--- src/rtl/efd_pkg.sv ---
`timescale 1ns / 1ps
`default_nettype none

package efd_pkg;

    localparam int BODY_BYTES = 64;
    localparam int ADDR_W     = $clog2(BODY_BYTES);
    localparam int IDX_W      = $clog2(BODY_BYTES + 1);
    localparam int PLEN_W     = 6;
    localparam int BYTE_W     = 8;
    localparam int CRC_W      = 16;
    localparam int CNT_W      = 32;
    localparam int KIND_W     = 2;
    localparam int CFG_W      = 16;
    localparam int CFG_IDX_W  = 2;

    localparam logic [CFG_IDX_W-1:0] CFG_CRC_POLY = 2'd0;
    localparam logic [CFG_IDX_W-1:0] CFG_CRC_INIT = 2'd1;
    localparam logic [CFG_IDX_W-1:0] CFG_ESC_MASK = 2'd2;

    localparam logic [CRC_W-1:0]  CRC_POLY_RST = 16'h8005;
    localparam logic [CRC_W-1:0]  CRC_INIT_RST = 16'hd77f;
    localparam logic [BYTE_W-1:0] ESC_MASK_RST = 8'h80;

    localparam logic [BYTE_W-1:0] MAGIC_BYTE  = 8'hfd;
    localparam logic [BYTE_W-1:0] ESCAPE_BYTE = 8'hfc;

    localparam logic [KIND_W-1:0] EV_GOOD    = 2'd0;
    localparam logic [KIND_W-1:0] EV_CRC_ERR = 2'd1;
    localparam logic [KIND_W-1:0] EV_TRUNC   = 2'd2;

    typedef enum logic [2:0] {
        PH_HUNT   = 3'd0,
        PH_LEN_HI = 3'd1,
        PH_LEN_LO = 3'd2,
        PH_BODY   = 3'd3,
        PH_CRC_HI = 3'd4,
        PH_CRC_LO = 3'd5
    } phase_t;

    typedef enum logic [1:0] {
        EM_IDLE = 2'd0,
        EM_READ = 2'd1,
        EM_LOAD = 2'd2
    } emit_state_t;

    typedef struct packed {
        logic              we;
        logic [ADDR_W-1:0] waddr;
        logic [BYTE_W-1:0] wdata;
        logic              re;
        logic [ADDR_W-1:0] raddr;
    } efd_mem_req_t;

endpackage

`default_nettype wire

--- src/rtl/efd_byte_if.sv ---
`timescale 1ns / 1ps
`default_nettype none

interface efd_byte_if
    import efd_pkg::*;
();
    logic              valid;
    logic              ready;
    logic [BYTE_W-1:0] rx_byte;

    modport source (output valid, output rx_byte, input ready);
    modport sink (input valid, input rx_byte, output ready);
endinterface

`default_nettype wire

--- src/rtl/efd_event_if.sv ---
`timescale 1ns / 1ps
`default_nettype none

interface efd_event_if
    import efd_pkg::*;
();
    logic              valid;
    logic              ready;
    logic [KIND_W-1:0] event_kind;
    logic [BYTE_W-1:0] dest_byte;
    logic [BYTE_W-1:0] counter_byte;
    logic [BYTE_W-1:0] payload_byte;
    logic [PLEN_W-1:0] payload_length;
    logic              has_payload;
    logic              last_of_run;
    logic [CNT_W-1:0]  ok_total;
    logic [CNT_W-1:0]  crc_error_total;
    logic [CNT_W-1:0]  truncated_total;
    logic [CNT_W-1:0]  skipped_total;

    modport source (
        output valid, output event_kind, output dest_byte, output counter_byte,
        output payload_byte, output payload_length, output has_payload,
        output last_of_run, output ok_total, output crc_error_total,
        output truncated_total, output skipped_total,
        input ready
    );
    modport sink (
        input valid, input event_kind, input dest_byte, input counter_byte,
        input payload_byte, input payload_length, input has_payload,
        input last_of_run, input ok_total, input crc_error_total,
        input truncated_total, input skipped_total,
        output ready
    );
endinterface

`default_nettype wire

--- src/rtl/efd_body_store.sv ---
`timescale 1ns / 1ps
`default_nettype none

// Body buffer: one write port, one read port, registered read data.
// Writes happen only while a body arrives and reads only during a payload
// burst, so the two ports never touch the same entry in the same cycle.
module efd_body_store
    import efd_pkg::*;
(
    input  wire logic         clk,
    input  wire efd_mem_req_t req,
    output logic [BYTE_W-1:0] rd_data
);

    logic [BYTE_W-1:0] mem [BODY_BYTES];
    logic [BYTE_W-1:0] rd_data_reg;

    always_ff @(posedge clk)
    begin
        if (req.we)
        begin
            mem[req.waddr] <= req.wdata;
        end
    end

    // hold the last read word until the next read request
    always_ff @(posedge clk)
    begin
        if (req.re)
        begin
            rd_data_reg <= mem[req.raddr];
        end
    end

    assign rd_data = rd_data_reg;

endmodule

`default_nettype wire

--- src/rtl/escaped_frame_decoder_crc16_core.sv ---
`timescale 1ns / 1ps
`default_nettype none

// An error or empty-frame result is loaded at the edge that accepts its byte; the first
// payload byte of a good frame follows its closing CRC byte through EM_READ and EM_LOAD.
// Throughput: one received byte per cycle while the output slot is free; a good frame's
// payload leaves one byte per body buffer read and load, and holds off input.
// Reset (rst_n low, asynchronous): hunt for magic, counters zero, config to defaults.
// The body buffer is not cleared; only entries written in the current frame are read.
module escaped_frame_decoder_crc16_core
    import efd_pkg::*;
(
    input  wire logic                 clk,
    input  wire logic                 rst_n,
    input  wire logic                 cfg_we,
    input  wire logic [CFG_IDX_W-1:0] cfg_index,
    input  wire logic [CFG_W-1:0]     cfg_data,
    efd_byte_if.sink                  rx,
    efd_event_if.source               ev
);

    function automatic logic [CRC_W-1:0] crc_feed(
        input logic [CRC_W-1:0]  crc_in,
        input logic [BYTE_W-1:0] data,
        input logic [CRC_W-1:0]  poly
    );
        logic [CRC_W-1:0] c;
        c = crc_in ^ {data, 8'h00};
        for (int i = 0; i < BYTE_W; i++)
        begin
            c = c[CRC_W-1] ? ({c[CRC_W-2:0], 1'b0} ^ poly) : {c[CRC_W-2:0], 1'b0};
        end
        return c;
    endfunction

    // configuration
    logic [CRC_W-1:0]  poly_reg;
    logic [CRC_W-1:0]  init_reg;
    logic [BYTE_W-1:0] mask_reg;

    // parser state
    phase_t            phase_reg, phase_next;
    logic              esc_reg, esc_next;
    logic [BYTE_W-1:0] len_hi_reg, len_hi_next;
    logic [IDX_W-1:0]  frame_len_reg, frame_len_next;
    logic [IDX_W-1:0]  body_pos_reg, body_pos_next;
    logic [BYTE_W-1:0] crc_hi_reg, crc_hi_next;
    logic [CRC_W-1:0]  crc_reg, crc_next;
    logic [BYTE_W-1:0] dest_reg, dest_next;
    logic [BYTE_W-1:0] cnt_reg, cnt_next;
    logic [CNT_W-1:0]  ok_cnt_reg, ok_cnt_next;
    logic [CNT_W-1:0]  crc_err_cnt_reg, crc_err_cnt_next;
    logic [CNT_W-1:0]  trunc_cnt_reg, trunc_cnt_next;
    logic [CNT_W-1:0]  skip_cnt_reg, skip_cnt_next;

    // payload burst
    emit_state_t       em_reg, em_next;
    logic [ADDR_W-1:0] rd_idx_reg, rd_idx_next;

    // output register
    logic              out_valid_reg, out_valid_next;
    logic [KIND_W-1:0] kind_reg;
    logic [BYTE_W-1:0] dest_out_reg;
    logic [BYTE_W-1:0] cnt_out_reg;
    logic [BYTE_W-1:0] pay_reg;
    logic [PLEN_W-1:0] plen_reg;
    logic              has_reg;
    logic              last_reg;

    logic              ld;
    logic              ld_good;
    logic [KIND_W-1:0] ld_kind;
    logic [BYTE_W-1:0] ld_pay;
    logic              ld_has;
    logic              ld_last;

    efd_mem_req_t      mem_req;
    logic [BYTE_W-1:0] rd_data;

    logic              rx_ready;
    logic              rx_fire;
    logic              slot_free;
    logic [BYTE_W-1:0] b;
    logic [CRC_W-1:0]  crc_fed;
    logic [CRC_W-1:0]  crc_magic;
    logic [CRC_W-1:0]  len_full;
    logic [PLEN_W-1:0] plen;
    logic              rd_last;

    efd_body_store u_store (
        .clk     (clk),
        .req     (mem_req),
        .rd_data (rd_data)
    );

    assign slot_free = !out_valid_reg || ev.ready;
    assign rx_ready  = (em_reg == EM_IDLE) && slot_free;
    assign rx_fire   = rx.valid && rx_ready;
    assign b         = esc_reg ? (rx.rx_byte ^ mask_reg) : rx.rx_byte;
    assign crc_fed   = crc_feed(crc_reg, b, poly_reg);
    assign crc_magic = crc_feed(init_reg, MAGIC_BYTE, poly_reg);
    assign len_full  = {len_hi_reg, b};
    assign plen      = PLEN_W'(frame_len_reg - IDX_W'(2));
    assign rd_last   = {1'b0, rd_idx_reg} == (frame_len_reg - IDX_W'(1));

    always_ff @(posedge clk or negedge rst_n)
    begin
        if (!rst_n)
        begin
            poly_reg <= CRC_POLY_RST;
            init_reg <= CRC_INIT_RST;
            mask_reg <= ESC_MASK_RST;
        end
        else if (cfg_we)
        begin
            unique case (cfg_index)
                CFG_CRC_POLY: poly_reg <= cfg_data;
                CFG_CRC_INIT: init_reg <= cfg_data;
                CFG_ESC_MASK: mask_reg <= cfg_data[BYTE_W-1:0];
                default: ;
            endcase
        end
    end

    always_comb
    begin
        phase_next       = phase_reg;
        esc_next         = esc_reg;
        len_hi_next      = len_hi_reg;
        frame_len_next   = frame_len_reg;
        body_pos_next    = body_pos_reg;
        crc_hi_next      = crc_hi_reg;
        crc_next         = crc_reg;
        dest_next        = dest_reg;
        cnt_next         = cnt_reg;
        ok_cnt_next      = ok_cnt_reg;
        crc_err_cnt_next = crc_err_cnt_reg;
        trunc_cnt_next   = trunc_cnt_reg;
        skip_cnt_next    = skip_cnt_reg;
        em_next          = em_reg;
        rd_idx_next      = rd_idx_reg;
        out_valid_next   = out_valid_reg && !ev.ready;
        ld               = 1'b0;
        ld_good          = 1'b0;
        ld_kind          = EV_GOOD;
        ld_pay           = '0;
        ld_has           = 1'b0;
        ld_last          = 1'b1;
        mem_req          = '0;

        if (rx_fire)
        begin
            if (rx.rx_byte == MAGIC_BYTE)
            begin
                // close an open frame as truncated, then restart
                if (phase_reg != PH_HUNT)
                begin
                    trunc_cnt_next = trunc_cnt_reg + CNT_W'(1);
                    skip_cnt_next  = skip_cnt_reg + CNT_W'(body_pos_reg);
                    ld             = 1'b1;
                    ld_kind        = EV_TRUNC;
                end
                esc_next       = 1'b0;
                frame_len_next = '0;
                body_pos_next  = '0;
                phase_next     = PH_LEN_HI;
                crc_next       = crc_magic;
            end
            else if (phase_reg == PH_HUNT)
            begin
                skip_cnt_next = skip_cnt_reg + CNT_W'(1);
            end
            else if (!esc_reg && rx.rx_byte == ESCAPE_BYTE)
            begin
                esc_next = 1'b1;
            end
            else
            begin
                esc_next = 1'b0;
                unique case (phase_reg)
                    PH_LEN_HI:
                    begin
                        len_hi_next = b;
                        crc_next    = crc_fed;
                        phase_next  = PH_LEN_LO;
                    end
                    PH_LEN_LO:
                    begin
                        crc_next      = crc_fed;
                        body_pos_next = '0;
                        if (len_full < CRC_W'(2) || len_full > CRC_W'(BODY_BYTES))
                        begin
                            trunc_cnt_next = trunc_cnt_reg + CNT_W'(1);
                            ld             = 1'b1;
                            ld_kind        = EV_TRUNC;
                            phase_next     = PH_HUNT;
                            frame_len_next = '0;
                        end
                        else
                        begin
                            frame_len_next = IDX_W'(len_full);
                            phase_next     = PH_BODY;
                        end
                    end
                    PH_BODY:
                    begin
                        mem_req.we    = 1'b1;
                        mem_req.waddr = body_pos_reg[ADDR_W-1:0];
                        mem_req.wdata = b;
                        // keep destination and counter at hand for the results
                        if (body_pos_reg == IDX_W'(0))
                        begin
                            dest_next = b;
                        end
                        if (body_pos_reg == IDX_W'(1))
                        begin
                            cnt_next = b;
                        end
                        body_pos_next = body_pos_reg + IDX_W'(1);
                        crc_next      = crc_fed;
                        if (body_pos_next >= frame_len_reg)
                        begin
                            phase_next = PH_CRC_HI;
                        end
                    end
                    PH_CRC_HI:
                    begin
                        crc_hi_next = b;
                        phase_next  = PH_CRC_LO;
                    end
                    PH_CRC_LO:
                    begin
                        if ({crc_hi_reg, b} == crc_reg)
                        begin
                            ok_cnt_next = ok_cnt_reg + CNT_W'(1);
                            if (plen == '0)
                            begin
                                ld      = 1'b1;
                                ld_good = 1'b1;
                            end
                            else
                            begin
                                em_next     = EM_READ;
                                rd_idx_next = ADDR_W'(2);
                            end
                        end
                        else
                        begin
                            crc_err_cnt_next = crc_err_cnt_reg + CNT_W'(1);
                            ld               = 1'b1;
                            ld_kind          = EV_CRC_ERR;
                        end
                        phase_next    = PH_HUNT;
                        body_pos_next = '0;
                    end
                    default:
                    begin
                        phase_next     = PH_HUNT;
                        frame_len_next = '0;
                        body_pos_next  = '0;
                    end
                endcase
            end
        end

        unique case (em_reg)
            EM_IDLE: ;
            EM_READ:
            begin
                mem_req.re    = 1'b1;
                mem_req.raddr = rd_idx_reg;
                em_next       = EM_LOAD;
            end
            EM_LOAD:
            begin
                // hold the read word until the output slot frees
                if (slot_free)
                begin
                    ld      = 1'b1;
                    ld_good = 1'b1;
                    ld_pay  = rd_data;
                    ld_has  = 1'b1;
                    ld_last = rd_last;
                    if (rd_last)
                    begin
                        em_next = EM_IDLE;
                    end
                    else
                    begin
                        rd_idx_next = rd_idx_reg + ADDR_W'(1);
                        em_next     = EM_READ;
                    end
                end
            end
            default: em_next = EM_IDLE;
        endcase

        if (ld)
        begin
            out_valid_next = 1'b1;
        end
    end

    always_ff @(posedge clk or negedge rst_n)
    begin
        if (!rst_n)
        begin
            phase_reg       <= PH_HUNT;
            esc_reg         <= 1'b0;
            len_hi_reg      <= '0;
            frame_len_reg   <= '0;
            body_pos_reg    <= '0;
            crc_hi_reg      <= '0;
            crc_reg         <= CRC_INIT_RST;
            ok_cnt_reg      <= '0;
            crc_err_cnt_reg <= '0;
            trunc_cnt_reg   <= '0;
            skip_cnt_reg    <= '0;
            em_reg          <= EM_IDLE;
            rd_idx_reg      <= '0;
            out_valid_reg   <= 1'b0;
        end
        else
        begin
            phase_reg       <= phase_next;
            esc_reg         <= esc_next;
            len_hi_reg      <= len_hi_next;
            frame_len_reg   <= frame_len_next;
            body_pos_reg    <= body_pos_next;
            crc_hi_reg      <= crc_hi_next;
            crc_reg         <= crc_next;
            ok_cnt_reg      <= ok_cnt_next;
            crc_err_cnt_reg <= crc_err_cnt_next;
            trunc_cnt_reg   <= trunc_cnt_next;
            skip_cnt_reg    <= skip_cnt_next;
            em_reg          <= em_next;
            rd_idx_reg      <= rd_idx_next;
            out_valid_reg   <= out_valid_next;
        end
    end

    always_ff @(posedge clk)
    begin
        dest_reg <= dest_next;
        cnt_reg  <= cnt_next;
        if (ld)
        begin
            kind_reg     <= ld_kind;
            dest_out_reg <= ld_good ? dest_reg : '0;
            cnt_out_reg  <= ld_good ? cnt_reg : '0;
            plen_reg     <= ld_good ? plen : '0;
            pay_reg      <= ld_pay;
            has_reg      <= ld_has;
            last_reg     <= ld_last;
        end
    end

    assign rx.ready          = rx_ready;
    assign ev.valid          = out_valid_reg;
    assign ev.event_kind     = kind_reg;
    assign ev.dest_byte      = dest_out_reg;
    assign ev.counter_byte   = cnt_out_reg;
    assign ev.payload_byte   = pay_reg;
    assign ev.payload_length = plen_reg;
    assign ev.has_payload    = has_reg;
    assign ev.last_of_run    = last_reg;
    // counters only move on an accepted byte, which needs the slot drained
    assign ev.ok_total        = ok_cnt_reg;
    assign ev.crc_error_total = crc_err_cnt_reg;
    assign ev.truncated_total = trunc_cnt_reg;
    assign ev.skipped_total   = skip_cnt_reg;

`ifndef ASSERT_OFF
    a_burst_in_hunt: assert property (@(posedge clk) disable iff (!rst_n)
        em_reg != EM_IDLE |-> phase_reg == PH_HUNT)
        else $error("payload burst while a frame is open");

    a_body_in_range: assert property (@(posedge clk) disable iff (!rst_n)
        phase_reg == PH_BODY |-> body_pos_reg < frame_len_reg)
        else $error("body index past frame length");

    a_payload_good: assert property (@(posedge clk) disable iff (!rst_n)
        ev.valid && ev.has_payload |-> ev.event_kind == EV_GOOD && ev.payload_length != '0)
        else $error("payload byte on a non-good result");

    a_run_continues: assert property (@(posedge clk) disable iff (!rst_n)
        ev.valid && !ev.last_of_run |-> ev.has_payload && em_reg != EM_IDLE)
        else $error("open run without pending payload");

    a_burst_last_ends: assert property (@(posedge clk) disable iff (!rst_n)
        em_reg == EM_LOAD && slot_free && rd_last |=> em_reg == EM_IDLE)
        else $error("burst did not end after its last byte");
`endif

endmodule

`default_nettype wire

--- src/flat_wrapper.sv ---
// flat-port wrapper written by rule: the top's interface ports become plain ports
module escaped_frame_decoder_crc16_core_flat import efd_pkg::*;
  (clk, rst_n, cfg_we, cfg_index, cfg_data, rx_valid, rx_rx_byte, rx_ready, ev_valid, ev_event_kind, ev_dest_byte, ev_counter_byte, ev_payload_byte, ev_payload_length, ev_has_payload, ev_last_of_run, ev_ok_total, ev_crc_error_total, ev_truncated_total, ev_skipped_total, ev_ready);
  efd_byte_if rx_i ();
  efd_event_if ev_i ();
  input  wire logic clk;
  input  wire logic rst_n;
  input  wire logic cfg_we;
  input  wire logic [CFG_IDX_W-1:0] cfg_index;
  input  wire logic [CFG_W-1:0] cfg_data;
  input wire logic [$bits(rx_i.valid)-1:0] rx_valid;
  input wire logic [$bits(rx_i.rx_byte)-1:0] rx_rx_byte;
  output wire logic [$bits(rx_i.ready)-1:0] rx_ready;
  output wire logic [$bits(ev_i.valid)-1:0] ev_valid;
  output wire logic [$bits(ev_i.event_kind)-1:0] ev_event_kind;
  output wire logic [$bits(ev_i.dest_byte)-1:0] ev_dest_byte;
  output wire logic [$bits(ev_i.counter_byte)-1:0] ev_counter_byte;
  output wire logic [$bits(ev_i.payload_byte)-1:0] ev_payload_byte;
  output wire logic [$bits(ev_i.payload_length)-1:0] ev_payload_length;
  output wire logic [$bits(ev_i.has_payload)-1:0] ev_has_payload;
  output wire logic [$bits(ev_i.last_of_run)-1:0] ev_last_of_run;
  output wire logic [$bits(ev_i.ok_total)-1:0] ev_ok_total;
  output wire logic [$bits(ev_i.crc_error_total)-1:0] ev_crc_error_total;
  output wire logic [$bits(ev_i.truncated_total)-1:0] ev_truncated_total;
  output wire logic [$bits(ev_i.skipped_total)-1:0] ev_skipped_total;
  input wire logic [$bits(ev_i.ready)-1:0] ev_ready;
  assign rx_i.valid = rx_valid;
  assign rx_i.rx_byte = rx_rx_byte;
  assign rx_ready = rx_i.ready;
  assign ev_valid = ev_i.valid;
  assign ev_event_kind = ev_i.event_kind;
  assign ev_dest_byte = ev_i.dest_byte;
  assign ev_counter_byte = ev_i.counter_byte;
  assign ev_payload_byte = ev_i.payload_byte;
  assign ev_payload_length = ev_i.payload_length;
  assign ev_has_payload = ev_i.has_payload;
  assign ev_last_of_run = ev_i.last_of_run;
  assign ev_ok_total = ev_i.ok_total;
  assign ev_crc_error_total = ev_i.crc_error_total;
  assign ev_truncated_total = ev_i.truncated_total;
  assign ev_skipped_total = ev_i.skipped_total;
  assign ev_i.ready = ev_ready;
  escaped_frame_decoder_crc16_core u_core (.clk(clk), .rst_n(rst_n), .cfg_we(cfg_we), .cfg_index(cfg_index), .cfg_data(cfg_data), .rx(rx_i), .ev(ev_i));
endmodule
--- config.mk ---
export PLATFORM = sky130hd
export DESIGN_NAME = escaped_frame_decoder_crc16_core_flat
export DESIGN_NICKNAME = d
export VERILOG_FILES = /design/src/rtl/efd_pkg.sv /design/src/rtl/efd_byte_if.sv /design/src/rtl/efd_event_if.sv /design/src/rtl/efd_body_store.sv /design/src/rtl/escaped_frame_decoder_crc16_core.sv /design/src/flat_wrapper.sv
export SDC_FILE = /design/constraint.sdc
export NUM_CORES = 1
export LEC_CHECK = 0
export ABC_AREA = 1
export BUFFER_PORTS_ARGS = -buffer_cell sky130_fd_sc_hd__buf_4
export CORE_MARGIN = 2
export CORE_UTILIZATION = 45
export CTS_CLUSTER_DIAMETER = 100
export DETAILED_ROUTE_END_ITERATION = 16
export PLACE_DENSITY_LB_ADDON = 0.08
export SETUP_SLACK_MARGIN = 0.2
export SLEW_MARGIN = 0
export SYNTH_ARGS = -nofsm -noshare
export SYNTH_HDL_FRONTEND = slang
export SYNTH_SLANG_ARGS = --single-unit
--- constraint.sdc ---
create_clock -name clk -period 6.3 [get_ports clk]
set_clock_uncertainty 0.2 [all_clocks]
set_input_delay 0.945 -clock clk [delete_from_list [all_inputs] [get_ports clk]]
set_output_delay 0.945 -clock clk [all_outputs]
set_load 0.02 [all_outputs]
# Word-level counts from Yosys, hierarchy flattened
# Memories as Yosys holds them, arrays and structs flattened. A register that Yosys moved wholly into a read port is not among the register bits.
# Index checks and enable logic that the tools add are counted.
dict set report op_classes {
  addsub 9
  n_lt_le_gt_ge 3
  n_eq_ne 20
  muxes 104
  n_bitwise 23
  reduce_logical 39
}
# operator n
set op_table {}
lappend op_table {{$mux 16} 20}
lappend op_table {{$mux 32} 9}
lappend op_table {{$xor 16x16->16} 17}
lappend op_table {{$add 32x1->32 const B} 4}
lappend op_table {{$mux 15} 5}
lappend op_table {{$mux 6} 10}
lappend op_table {{$mux 7} 8}
lappend op_table {{$add 32x7->32} 1}
lappend op_table {{$reduce_and 6->1} 5}
lappend op_table {{$mux 2} 14}
lappend op_table {{$pmux 7 s2} 2}
lappend op_table {{$mux 1} 27}
lappend op_table {{$eq 16x16->1} 1}
lappend op_table {{$eq 8x8->1 const B} 2}
lappend op_table {{$gt 16x7->1 const B} 1}
lappend op_table {{$lt 16x2->1 const B} 1}
lappend op_table {{$reduce_and 4->1} 4}
lappend op_table {{$mux 3} 4}
lappend op_table {{$pmux 3 s4} 1}
lappend op_table {{$reduce_and 2->1} 5}
lappend op_table {{$reduce_and 5->1} 2}
lappend op_table {{$mux 8} 1}
lappend op_table {{$ne 2x1->1 const B} 4}
lappend op_table {{$reduce_bool 2->1} 4}
lappend op_table {{32 further kinds} 46}
dict set report word_totals {
  regBits 277
  ramBits 512
  inputBits 31
  out_inout_bits 164
  wordCells 225
  n_memories 1
}
# name words word_bits read_ports rd_clocked_by_memory_dff wr line_no
set memory_table {}
lappend memory_table {u_core.u_store.mem 64 8 1 1 1 efd_body_store.sv:15} ;# logic [BYTE_W-1:0] mem [BODY_BYTES];

# Longest topological paths before layout
# Gate-level depths: netlist of the first run.
dict set report depth {
  depth_word 23
  depth_mapped 33
  ltp_nobuf 30
}

# By module
# From an unflattened synthesis of the first run, not the netlist that was laid out.
dict set report unflattened {
  cells_unflattened 4175
  hier_area_um2 39386.5
}
# mod instances cells_each area_per_inst_um2 seq_area_each_um2
set modules_own_cells {}
lappend modules_own_cells {efd_body_store 1 1822 21371.7 15615.0}
lappend modules_own_cells {escaped_frame_decoder_crc16_core 1 2353 18014.8 7219.4}

# Least setup slack after synthesis of the first run
# OpenSTA, ideal clock, no wires.
dict set report synth_path {
  path_type {input to register}
  startpoint {in ev_ready}
  endpoint {reg u_core.cnt_out_reg[0] (netlist: u_core.ev.counter_byte[0]), enable pin}
  setup_ns 0.474
  t_arrival_ns 4.474
  t_required_ns 5.626
  path_slack_ns 1.152
  path_stages 6
  path_buffers 0
  path_cell_list {nor2_1 -> nor3_1 -> nand2_1 -> inv_2 -> nand3_1 -> o21ai_0}
}
dict set report synth_between {
  elab_chain_len 6
}
# element line_no
set synth_lines {}
lappend synth_lines {{from (decl)} flat_wrapper.sv:26} ;# input wire logic [$bits(ev_i.ready)-1:0] ev_ready;
lappend synth_lines {{$logic_or 1x1->1 (*)} escaped_frame_decoder_crc16_core.sv:96} ;# assign slot_free = !out_valid_reg || ev.ready;
lappend synth_lines {{$logic_and 1x1->1 (*)} escaped_frame_decoder_crc16_core.sv:97} ;# assign rx_ready = (em_reg == EM_IDLE) && slot_free;
lappend synth_lines {{named net rx_ready} flat_wrapper.sv:13} ;# output wire logic [$bits(rx_i.ready)-1:0] rx_ready;
lappend synth_lines {{$logic_and 1x1->1 (*)} escaped_frame_decoder_crc16_core.sv:98} ;# assign rx_fire = rx.valid && rx_ready;
lappend synth_lines {{$mux 1 (*)} escaped_frame_decoder_crc16_core.sv:151} ;# if (rx_fire)
lappend synth_lines {{$mux 1} escaped_frame_decoder_crc16_core.sv:277} ;# if (slot_free)
lappend synth_lines {{$mux 1 (*)} escaped_frame_decoder_crc16_core.sv:266} ;# unique case (em_reg)
lappend synth_lines {{named net u_core.ld} escaped_frame_decoder_crc16_core.sv:70} ;# logic ld;
lappend synth_lines {{to (signal assigned)} escaped_frame_decoder_crc16_core.sv:350} ;# cnt_out_reg <= ld_good ? cnt_reg : '0;
lappend synth_lines {{to (decl)} escaped_frame_decoder_crc16_core.sv:64} ;# logic [BYTE_W-1:0] cnt_out_reg;
# Mark *: on every way through the listed nets, which the timed path passes. The rest lies on a longest branch.
# A chain may end at the register's enable or synchronous reset.

# Worst setup path after layout of the first run
dict set report layout_path {
  startpoint {reg u_core.esc_reg}
  endpoint {reg u_core.crc_reg[8]}
}
dict set report layout_between {
  elab_chain_len 21
  elab_cells_between_ends 26
  cone_classes {1 x eq/ne; 13 x mux; 9 x bitwise; 3 x reduce/logical}
}
# element line_no
set layout_lines {}
lappend layout_lines {{from (decl)} escaped_frame_decoder_crc16_core.sv:43} ;# logic esc_reg, esc_next;
lappend layout_lines {{from (signal assigned)} escaped_frame_decoder_crc16_core.sv:326} ;# esc_reg <= esc_next;
lappend layout_lines {{$mux 8 (*)} escaped_frame_decoder_crc16_core.sv:99} ;# assign b = esc_reg ? (rx.rx_byte ^ mask_reg) : rx.rx_byte;
lappend layout_lines {{named net u_core.b[7]} escaped_frame_decoder_crc16_core.sv:83} ;# logic [BYTE_W-1:0] b;
lappend layout_lines {{$xor 16x16->16 (*)} escaped_frame_decoder_crc16_core.sv:28} ;# c = crc_in ^ {data, 8'h00};
lappend layout_lines {{$mux 16 (*)} escaped_frame_decoder_crc16_core.sv:31} ;# c = c[CRC_W-1] ? ({c[CRC_W-2:0], 1'b0} ^ poly) : {c[CRC_W-2:0], 1'b0};
lappend layout_lines {{$xor 16x16->16} escaped_frame_decoder_crc16_core.sv:31}
lappend layout_lines {{$mux 16 (*)} escaped_frame_decoder_crc16_core.sv:31}
lappend layout_lines {{$xor 16x16->16} escaped_frame_decoder_crc16_core.sv:31}
lappend layout_lines {{$mux 16 (*)} escaped_frame_decoder_crc16_core.sv:31}
lappend layout_lines {{(+6 left out)} -}
lappend layout_lines {{$xor 16x16->16} escaped_frame_decoder_crc16_core.sv:31}
lappend layout_lines {{$mux 16 (*)} escaped_frame_decoder_crc16_core.sv:31}
lappend layout_lines {{$xor 16x16->16} escaped_frame_decoder_crc16_core.sv:31}
lappend layout_lines {{$mux 16 (*)} escaped_frame_decoder_crc16_core.sv:31}
lappend layout_lines {{$mux 16 (*)} escaped_frame_decoder_crc16_core.sv:180} ;# unique case (phase_reg)
lappend layout_lines {{$mux 16 (*)} escaped_frame_decoder_crc16_core.sv:173} ;# else if (!esc_reg && rx.rx_byte == ESCAPE_BYTE)
lappend layout_lines {{$mux 16 (*)} escaped_frame_decoder_crc16_core.sv:169} ;# else if (phase_reg == PH_HUNT)
lappend layout_lines {{$mux 16 (*)} escaped_frame_decoder_crc16_core.sv:153} ;# if (rx.rx_byte == MAGIC_BYTE)
lappend layout_lines {{to (signal assigned)} escaped_frame_decoder_crc16_core.sv:331} ;# crc_reg <= crc_next;
lappend layout_lines {{to (decl)} escaped_frame_decoder_crc16_core.sv:48} ;# logic [CRC_W-1:0] crc_reg, crc_next;
# Mark *: on every way through the listed nets, which the timed path passes. The rest lies on a longest branch. The select of a mux whose other input is x is not followed.

==> results.txt, run 1 <==
Hold crit path type: in2async
Sinks on Clock Net: 797
Cell Count, Final, Fillers Out: 5,367
DR WL/cell: 19.8 µm
Final Max Slew Viols: 0
Post-detail-place hpwl: 67,800 µm
Post-Route WL: 106,000 µm
Final Setup Violations: 0
Setup bufs post-CTS: 0
Tcrit/Tclk final: 0.821
WHS: 0.138 ns
Measured slew at the worst slew-check pin: 1.31 ns
Layout cells sized above 1: 0.117
Area growth syn-to-layout: 14.1%
Placed Instances: 5,210
First-pass GRT wire length: 165,000 µm
Top Ports: 195
Seq pwr share: 0.342
Sw frac: 0.400
Combinational share of power: 0.395
CTS root buf: clkbuf_16
Worst slew margin: 0.124
Initial Utilization: 0.455
Core ar.: 0.0851 mm²
Die area: 0.0884 mm²
Clock Power Share: 0.264
Power Density: 435 mW/mm²
Internal: 11.5 mW
TritonCTS clock tree: built
Clk slew on worst S/H paths: 0.06 ns
Total grt overflow: 0
Most flops, register: u_core.u_store.mem
Synthesized instance count: 4,016
GP Congestion: 0.861
Drt via density: 5.27
Die X: 297 µm
Longest Clk Path Bufs: 3
Fmax: 0.193 GHz
Crit. End Element: flop
CP Max Fanout: 27
Synthesized area per cell: 9.64 µm²
Setup Crit Path Kind: reg2reg
Final core occ: 0.519
Tot Pwr: 19.2 mW
Via count of the first global-routing pass: 26,971
Critical Path Most Common Cell: nand2_2
Seq/Total Area, Yosys: 0.590
Crit path launch type: flop
Yosys top cell by area: edfxtp_1
Residual DRC: 0
Status: finished clean
# hold bufs at CTS: 0
Cell variety after synth: 50
Worst-skew pair later-pin latency: 0.65 ns
DRT iter0 DRCs: 2,445
Reg area: 0.0228 mm²
Syn Nets: 4,076
Synth top area share: 0.442
Fin Setup TNS: 0 ns
Port bufs: 194
RSZ-0062 raised after global routing: false
Leak Pwr: 18.3 nW
Synth top area cells: edfxtp_1, dfrtp_1, nand2_1
Critical path arrival: 5.55 ns
DRT antenna net count: 0
NetSw: 7.69 mW
Yosys warns: 0
Max reg flops: 512
Post-cts resize count: 0
Cell Area, Synth: 0.0387 mm²
Die height: 297 µm
Area of the multi-input gates: 0.0136 mm²
Pre-antenna DRT Iters: 5
Clock H-tree levels: 3
Diode count: 0
Max VDD drop: 0.268 mV
Pin count of the biggest net entering global routing: 142
Rows: 107
Tot GR Track Use: 0.240
CTS buffer count: 85
Vias: 28,290
Worst path required time: 6.68 ns
Final Hold Fails: 0
Fin crit period: 5.17 ns
Worst path slowest cell: dfrtp_1
Max cap viols: 0
Worst Setup SP: u_core.esc_reg$_DFFE_PN0P_
Nets: 4,213
Critical Path Max Stage Delay: 0.74 ns
Yosys reg bits: 797
Layout fillers: 7,852
Initial antenna violation count: 4
RR Startpoint: u_core.esc_reg$_DFFE_PN0P_
-- kinds of logic after synthesis --
| logic type | Yosys count | share of synthesized area |
|---|---|---|
| simple gates | 1692 | 0.185 |
| flops | 797 | 0.590 |
| compound gates | 607 | 0.0882 |
| buf+inv | 598 | 0.0603 |
| xor+xnor | 293 | 0.0667 |
| fa+ha+maj | 29 | 0.00957 |
-- power by group through the flow --
stage	Sequential, mW	Clock [mW]	Combinational [mW]
3_5_place_dp	6.66	0	7.52
6_report	6.57	5.07	7.58
2_1_floorplan	6.66	0	5.45
4_1_cts	6.56	5.18	7.55
3_3_place_gp	6.66	0	7.44
5_1_grt	6.61	5.38	8.51
-- worst paths after layout --
check / end / slack [ns] / depth (start not counted)
worst max register to register: u_core.crc_reg[8]$_DFFE_PN1P_ / 1.13 / 28
worst min-delay path: u_core.poly_reg[3]$_DFFE_PN0P_ / 0.14 / 1
worst max-delay path: u_core.crc_reg[8]$_DFFE_PN1P_ / 1.13 / 28
max in group asynchronous: u_core.rd_idx_reg[0]$_DFF_PN0_ / 4.49 / 2
min in group clk: u_core.ev.crc_error_total[31]$_DFFE_PN0P_ / 0.27 / 1
worst min register to register: u_core.ev.crc_error_total[31]$_DFFE_PN0P_ / 0.27 / 1
-- placed cells by master (no fill, tap or decap), drive strengths merged, types with 2 or more instances in the layout --
cell and count:
clkinvlp 7, or4 3, and2 2, o41ai 7
nand4 39, a31oi 3, edfxtp 570, clkbuf 102
clkinv 44, nand3b 5, bufinv 9, xor2 175
buf 241, nand2 908, xnor2 118, dfrtp 197
or2 10, o21ai 298, a311oi 64, a21boi 3
ha 28, o22ai 68, nor4 20, inv 402
a21oi 160, nand3 247, nor2 406, nor3 49
dfstp 30, nor4b 2
-- critical path: cells and delay by family (launching register included) --
kind	cells	cell delay [ns]
simple gates	27	3.98
flops	1	0.74
compound gates	1	0.19
-- Yosys cell counts (all sizes together) --
master   instances
nor2           406
or4              3
clkbuf         141
dfstp           30
inv            402
nor4b            2
o22ai           68
or2             10
a2111oi          1
nor3b            1
o21ai          298
and2             2
buf             50
o41ai            7
o21a             1
clkinv           5
xor2           175
o31ai            1
ha              28
o2111ai          1
nor3            49
a21boi           3
a311oi          64
a21oi          160
xnor2          118
a31oi            3
nand3b           5
nor4            20
edfxtp         570
nand2          908
dfrtp          197
nand3          247
nand4           39
fa               1
-- layout make-up --
type	instances	share of cell area
Inverter	407	0.0348
Multi-Input combinational cell	2621	0.309
Clock buffer	102	0.0512
Tap cell	1144	0.0324
Clock inverter	55	0.0131
Sequential cell	797	0.517
Timing Repair Buffer	241	0.0428
-- per-stage QoR --
step	setup WS [ns]	instance area, µm²
final	1.13	44200
after global routing	0.534	44200
after CTS	1.17	44200
after detailed placement	0.770	41300
after global placement	0.830	41300
after floorplan	1.15	38700
-- routing by layer --
layer	part of all wire	up-vias	wire [µm]	global-route usage
li1	-	13743	-	-
met1	0.47	13621	49600	0.353
met2	0.46	780	48800	0.377
met3	0.055	146	5800	0.0323
met4	0.021	0	2200	0.0565
met5	0	-	0	0
Power figures use the tool's default switching activity.
==> run 2: changes to the inputs <==
==> constraint.sdc (replaced) <==
create_clock -name clk -period 4.72 [get_ports clk]
set_clock_uncertainty 0.2 [all_clocks]
set_input_delay 0.708 -clock clk [delete_from_list [all_inputs] [get_ports clk]]
set_output_delay 0.708 -clock clk [all_outputs]
set_load 0.02 [all_outputs]
==> run 2 against run 1 <==
Cell area increased by 1.2%. Hold slack got worse by 0.033 ns. Sequential share of layout area decreased by 0.59 points. First-iteration DRC count increased by 3.4%. Register-to-register slack got worse by 0.49 ns. Routed wire length increased by 3.0%. Flip-flop and latch count unchanged. Largest cell class unchanged.
==> results.txt, run 2 (same netlist as run 1, synthesis figures left out) <==
Layout fillers: 7,861 (+0.11%)
First-pass GRT wire length: 168,000 µm (+1.3%)
Max reg flops: 512 (unchanged)
Area of the multi-input gates: 0.0137 mm² (+0.31%)
CTS root buf: clkbuf_16
Worst slew margin: 0.177 (+0.0531)
Internal: 15.7 mW (+36%)
Clk slew on worst S/H paths: 0.06 ns (about the same)
Clock H-tree levels: 3 (unchanged)
Worst Setup Slack post-DPL: 0.00616 ns (-0.764 ns)
Routed length on met3: 6380 µm (+10%)
Pin count of the biggest net entering global routing: 134 (-5.6%)
Met2 wire length: 50,000 µm (+2.5%)
Initial antenna violation count: 2 (-2)
Rows: 107 (unchanged)
WHS Endpoint: u_core.init_reg[10]$_DFFE_PN1P_
Sinks on Clock Net: 797 (unchanged)
Core ar.: 0.0851 mm² (unchanged)
Placed Instances: 5,270 (+1.2%)
Longest Clk Path Bufs: 3 (unchanged)
Vias: 28,658 (+1.3%)
Most common cell after layout, fill and taps aside: nand2_1
Diode count: 0 (unchanged)
Hold path startpoint: cfg_data[10]
Reg area: 0.0228 mm² (unchanged)
RR Startpoint: u_core.esc_reg$_DFFE_PN0P_
Final Max Slew Viols: 0 (unchanged)
Tcrit/Tclk final: 0.865 (+0.0440)
Critical Path Max Stage Delay: 0.36 ns (-0.38 ns)
Crit. End Element: flop
Fmax: 0.245 GHz (+27%)
DR WL/cell: 20.1 µm (+1.6%)
Die X: 297 µm (unchanged)
Drt via density: 5.27 (about the same)
Cell Count, Final, Fillers Out: 5,439 (+1.3%)
Status: finished clean
Power Density: 582 mW/mm² (+34%)
Post-Route WL: 110,000 µm (+3.0%)
Via count of the first global-routing pass: 27,376 (+1.5%)
Pre-antenna DRT Iters: 7 (+2)
Final Hold Fails: 0 (unchanged)
Max cap viols: 0 (unchanged)
NetSw: 10.4 mW (+35%)
Layout cells sized above 1: 0.129 (+0.0127)
RSZ-0062 raised after global routing: true
Nets: 4,283 (+1.7%)
Worst path required time: 5.09 ns (-1.59 ns)
WL met1: 50,500 µm (+1.8%)
DRT iter0 DRCs: 2,527 (+3.4%)
Die area: 0.0884 mm² (unchanged)
TritonCTS clock tree: built
DRT antenna net count: 0 (unchanged)
Top Ports: 195 (unchanged)
Fin crit period: 4.08 ns (-1.09 ns)
Post-detail-place hpwl: 69,600 µm (+2.7%)
Setup Crit Path Kind: reg2reg
Max VDD drop: 0.513 mV (+91%)
Critical path arrival: 4.46 ns (-1.09 ns)
Worst setup margin: 0.635 ns (-0.490 ns)
Worst path slowest cell: dfrtp_1
Fin Setup TNS: 0 ns (unchanged)
RR Endpoint: u_core.crc_reg[15]$_DFFE_PN1P_
Seq pwr share: 0.334 (-0.008)
Die height: 297 µm (unchanged)
Hold crit path type: in2reg
Worst hold stages: 3
Crit path launch type: flop
Residual DRC: 0 (unchanged)
R2R cell count: 30 (+7.1%)
Sw frac: 0.398 (-0.00175)
Tot GR Track Use: 0.245 (+0.00495)
Port bufs: 194 (unchanged)
Initial Utilization: 0.455 (unchanged)
Leak Pwr: 18.6 nW (+1.7%)
GP Congestion: 0.864 (+0.40%)
Most flops, register: u_core.u_store.mem
CTS buffer count: 87 (+2.4%)
Total grt overflow: 0 (unchanged)
Area growth syn-to-layout: 15.5%
Flop-to-flop setup slack: 0.64 ns (-0.49 ns)
Critical Path Most Common Cell: nand2_2
Worst-skew pair later-pin latency: 0.65 ns (about the same)
Leading cell types in the layout, fill and taps excluded: nand2_1, edfxtp_1, inv_1, nor2_1, buf_4
Combinational share of power: 0.407 (+0.012)
Final Setup Violations: 0 (unchanged)
CP Max Fanout: 23 (-15%)
Clock Power Share: 0.260 (-0.004)
Measured slew at the worst slew-check pin: 1.22 ns (-0.0860 ns)
DR top layer: met4
==> run 2: cell types whose count changed in the layout (fill, tap and decap cells not counted), moves of 3 or more <==
cell,before,now
buf_4,234,301
clkinv_2,22,14
clkbuf_1,11,18
clkinv_1,17,22
clkinvlp_4,7,2
inv_6,0,5
bufinv_16,9,6
clkbuf_16,86,89
clkbuf_8,5,8
clkinv_8,3,0
==> run 2: worst max path at each step <==
stage | start | endpoint | cells past startpoint
after floorplan | ev_ready | u_core.u_store.mem[0][0]$_DFFE_PP_ | 7
after global placement | rx_rx_byte[4] | u_core.ev.skipped_total[31]$_DFFE_PN0P_ | 26
after detailed placement | rx_rx_byte[4] | u_core.ev.skipped_total[31]$_DFFE_PN0P_ | 26
after CTS | u_core.init_reg[15]$_DFFE_PN1P_ | u_core.crc_reg[12]$_DFFE_PN1P_ | 27
after global routing | u_core.init_reg[15]$_DFFE_PN1P_ | u_core.crc_reg[10]$_DFFE_PN1P_ | 27
final | u_core.esc_reg$_DFFE_PN0P_ | u_core.crc_reg[15]$_DFFE_PN1P_ | 30
==> run 2: stage by stage <==
stage / utilization / hold slack [ns] / cell area (µm²) / power, mW
after global placement: 0.490 / 0.263 / 41800 / 19.0
after floorplan: - / 0.212 / 38700 / 16.2
final: 0.525 / 0.105 / 44700 / 26.0
after CTS: 0.523 / 0.0669 / 44600 / 25.9
after detailed placement: 0.490 / 0.269 / 41800 / 19.1
after global routing: 0.525 / 0.109 / 44700 / 27.7
==> run 2: area by class of cell <==
class | instances | share of cell area
timing repair buffer | 309 | 0.0535
inverter | 407 | 0.0345
clock buffer | 116 | 0.0540
multi-input combinational | 2621 | 0.306
tap | 1144 | 0.0320
sequential | 797 | 0.511
clock inverter | 45 | 0.00885
==> run 2: power by group through the flow <==
stage / Clock [mW] / Sequential, mW / Combinational [mW]
after floorplan: 0 / 8.88 / 7.28
after detailed placement: 0 / 8.80 / 10.3
after global routing: 7.15 / 8.73 / 11.8
after CTS: 6.88 / 8.67 / 10.4
final: 6.75 / 8.68 / 10.6
after global placement: 0 / 8.80 / 10.2
==> run 2: critical path, delay by kind of cell (launching register included) <==
family | cells | cell delay (ns)
and+or+nand+nor | 28 | 3.05
DFF | 1 | 0.36
AOI/OAI and AO/OA | 1 | 0.18
buffers and inverters | 1 | 0.20
==> run 2: repair_timing <==
item,CTS,global route
hold buffers,1,0
setup buffers,0,7
resized for setup,0,12
endpoints found under the hold margin,79,0
endpoints found under the setup margin,0,20
==> run 2: layer usage <==
layer,vias up,track usage
met5,-,0
met2,815,0.383
met4,0,0.0643
met3,145,0.0345
li1,13892,-
met1,13806,0.358
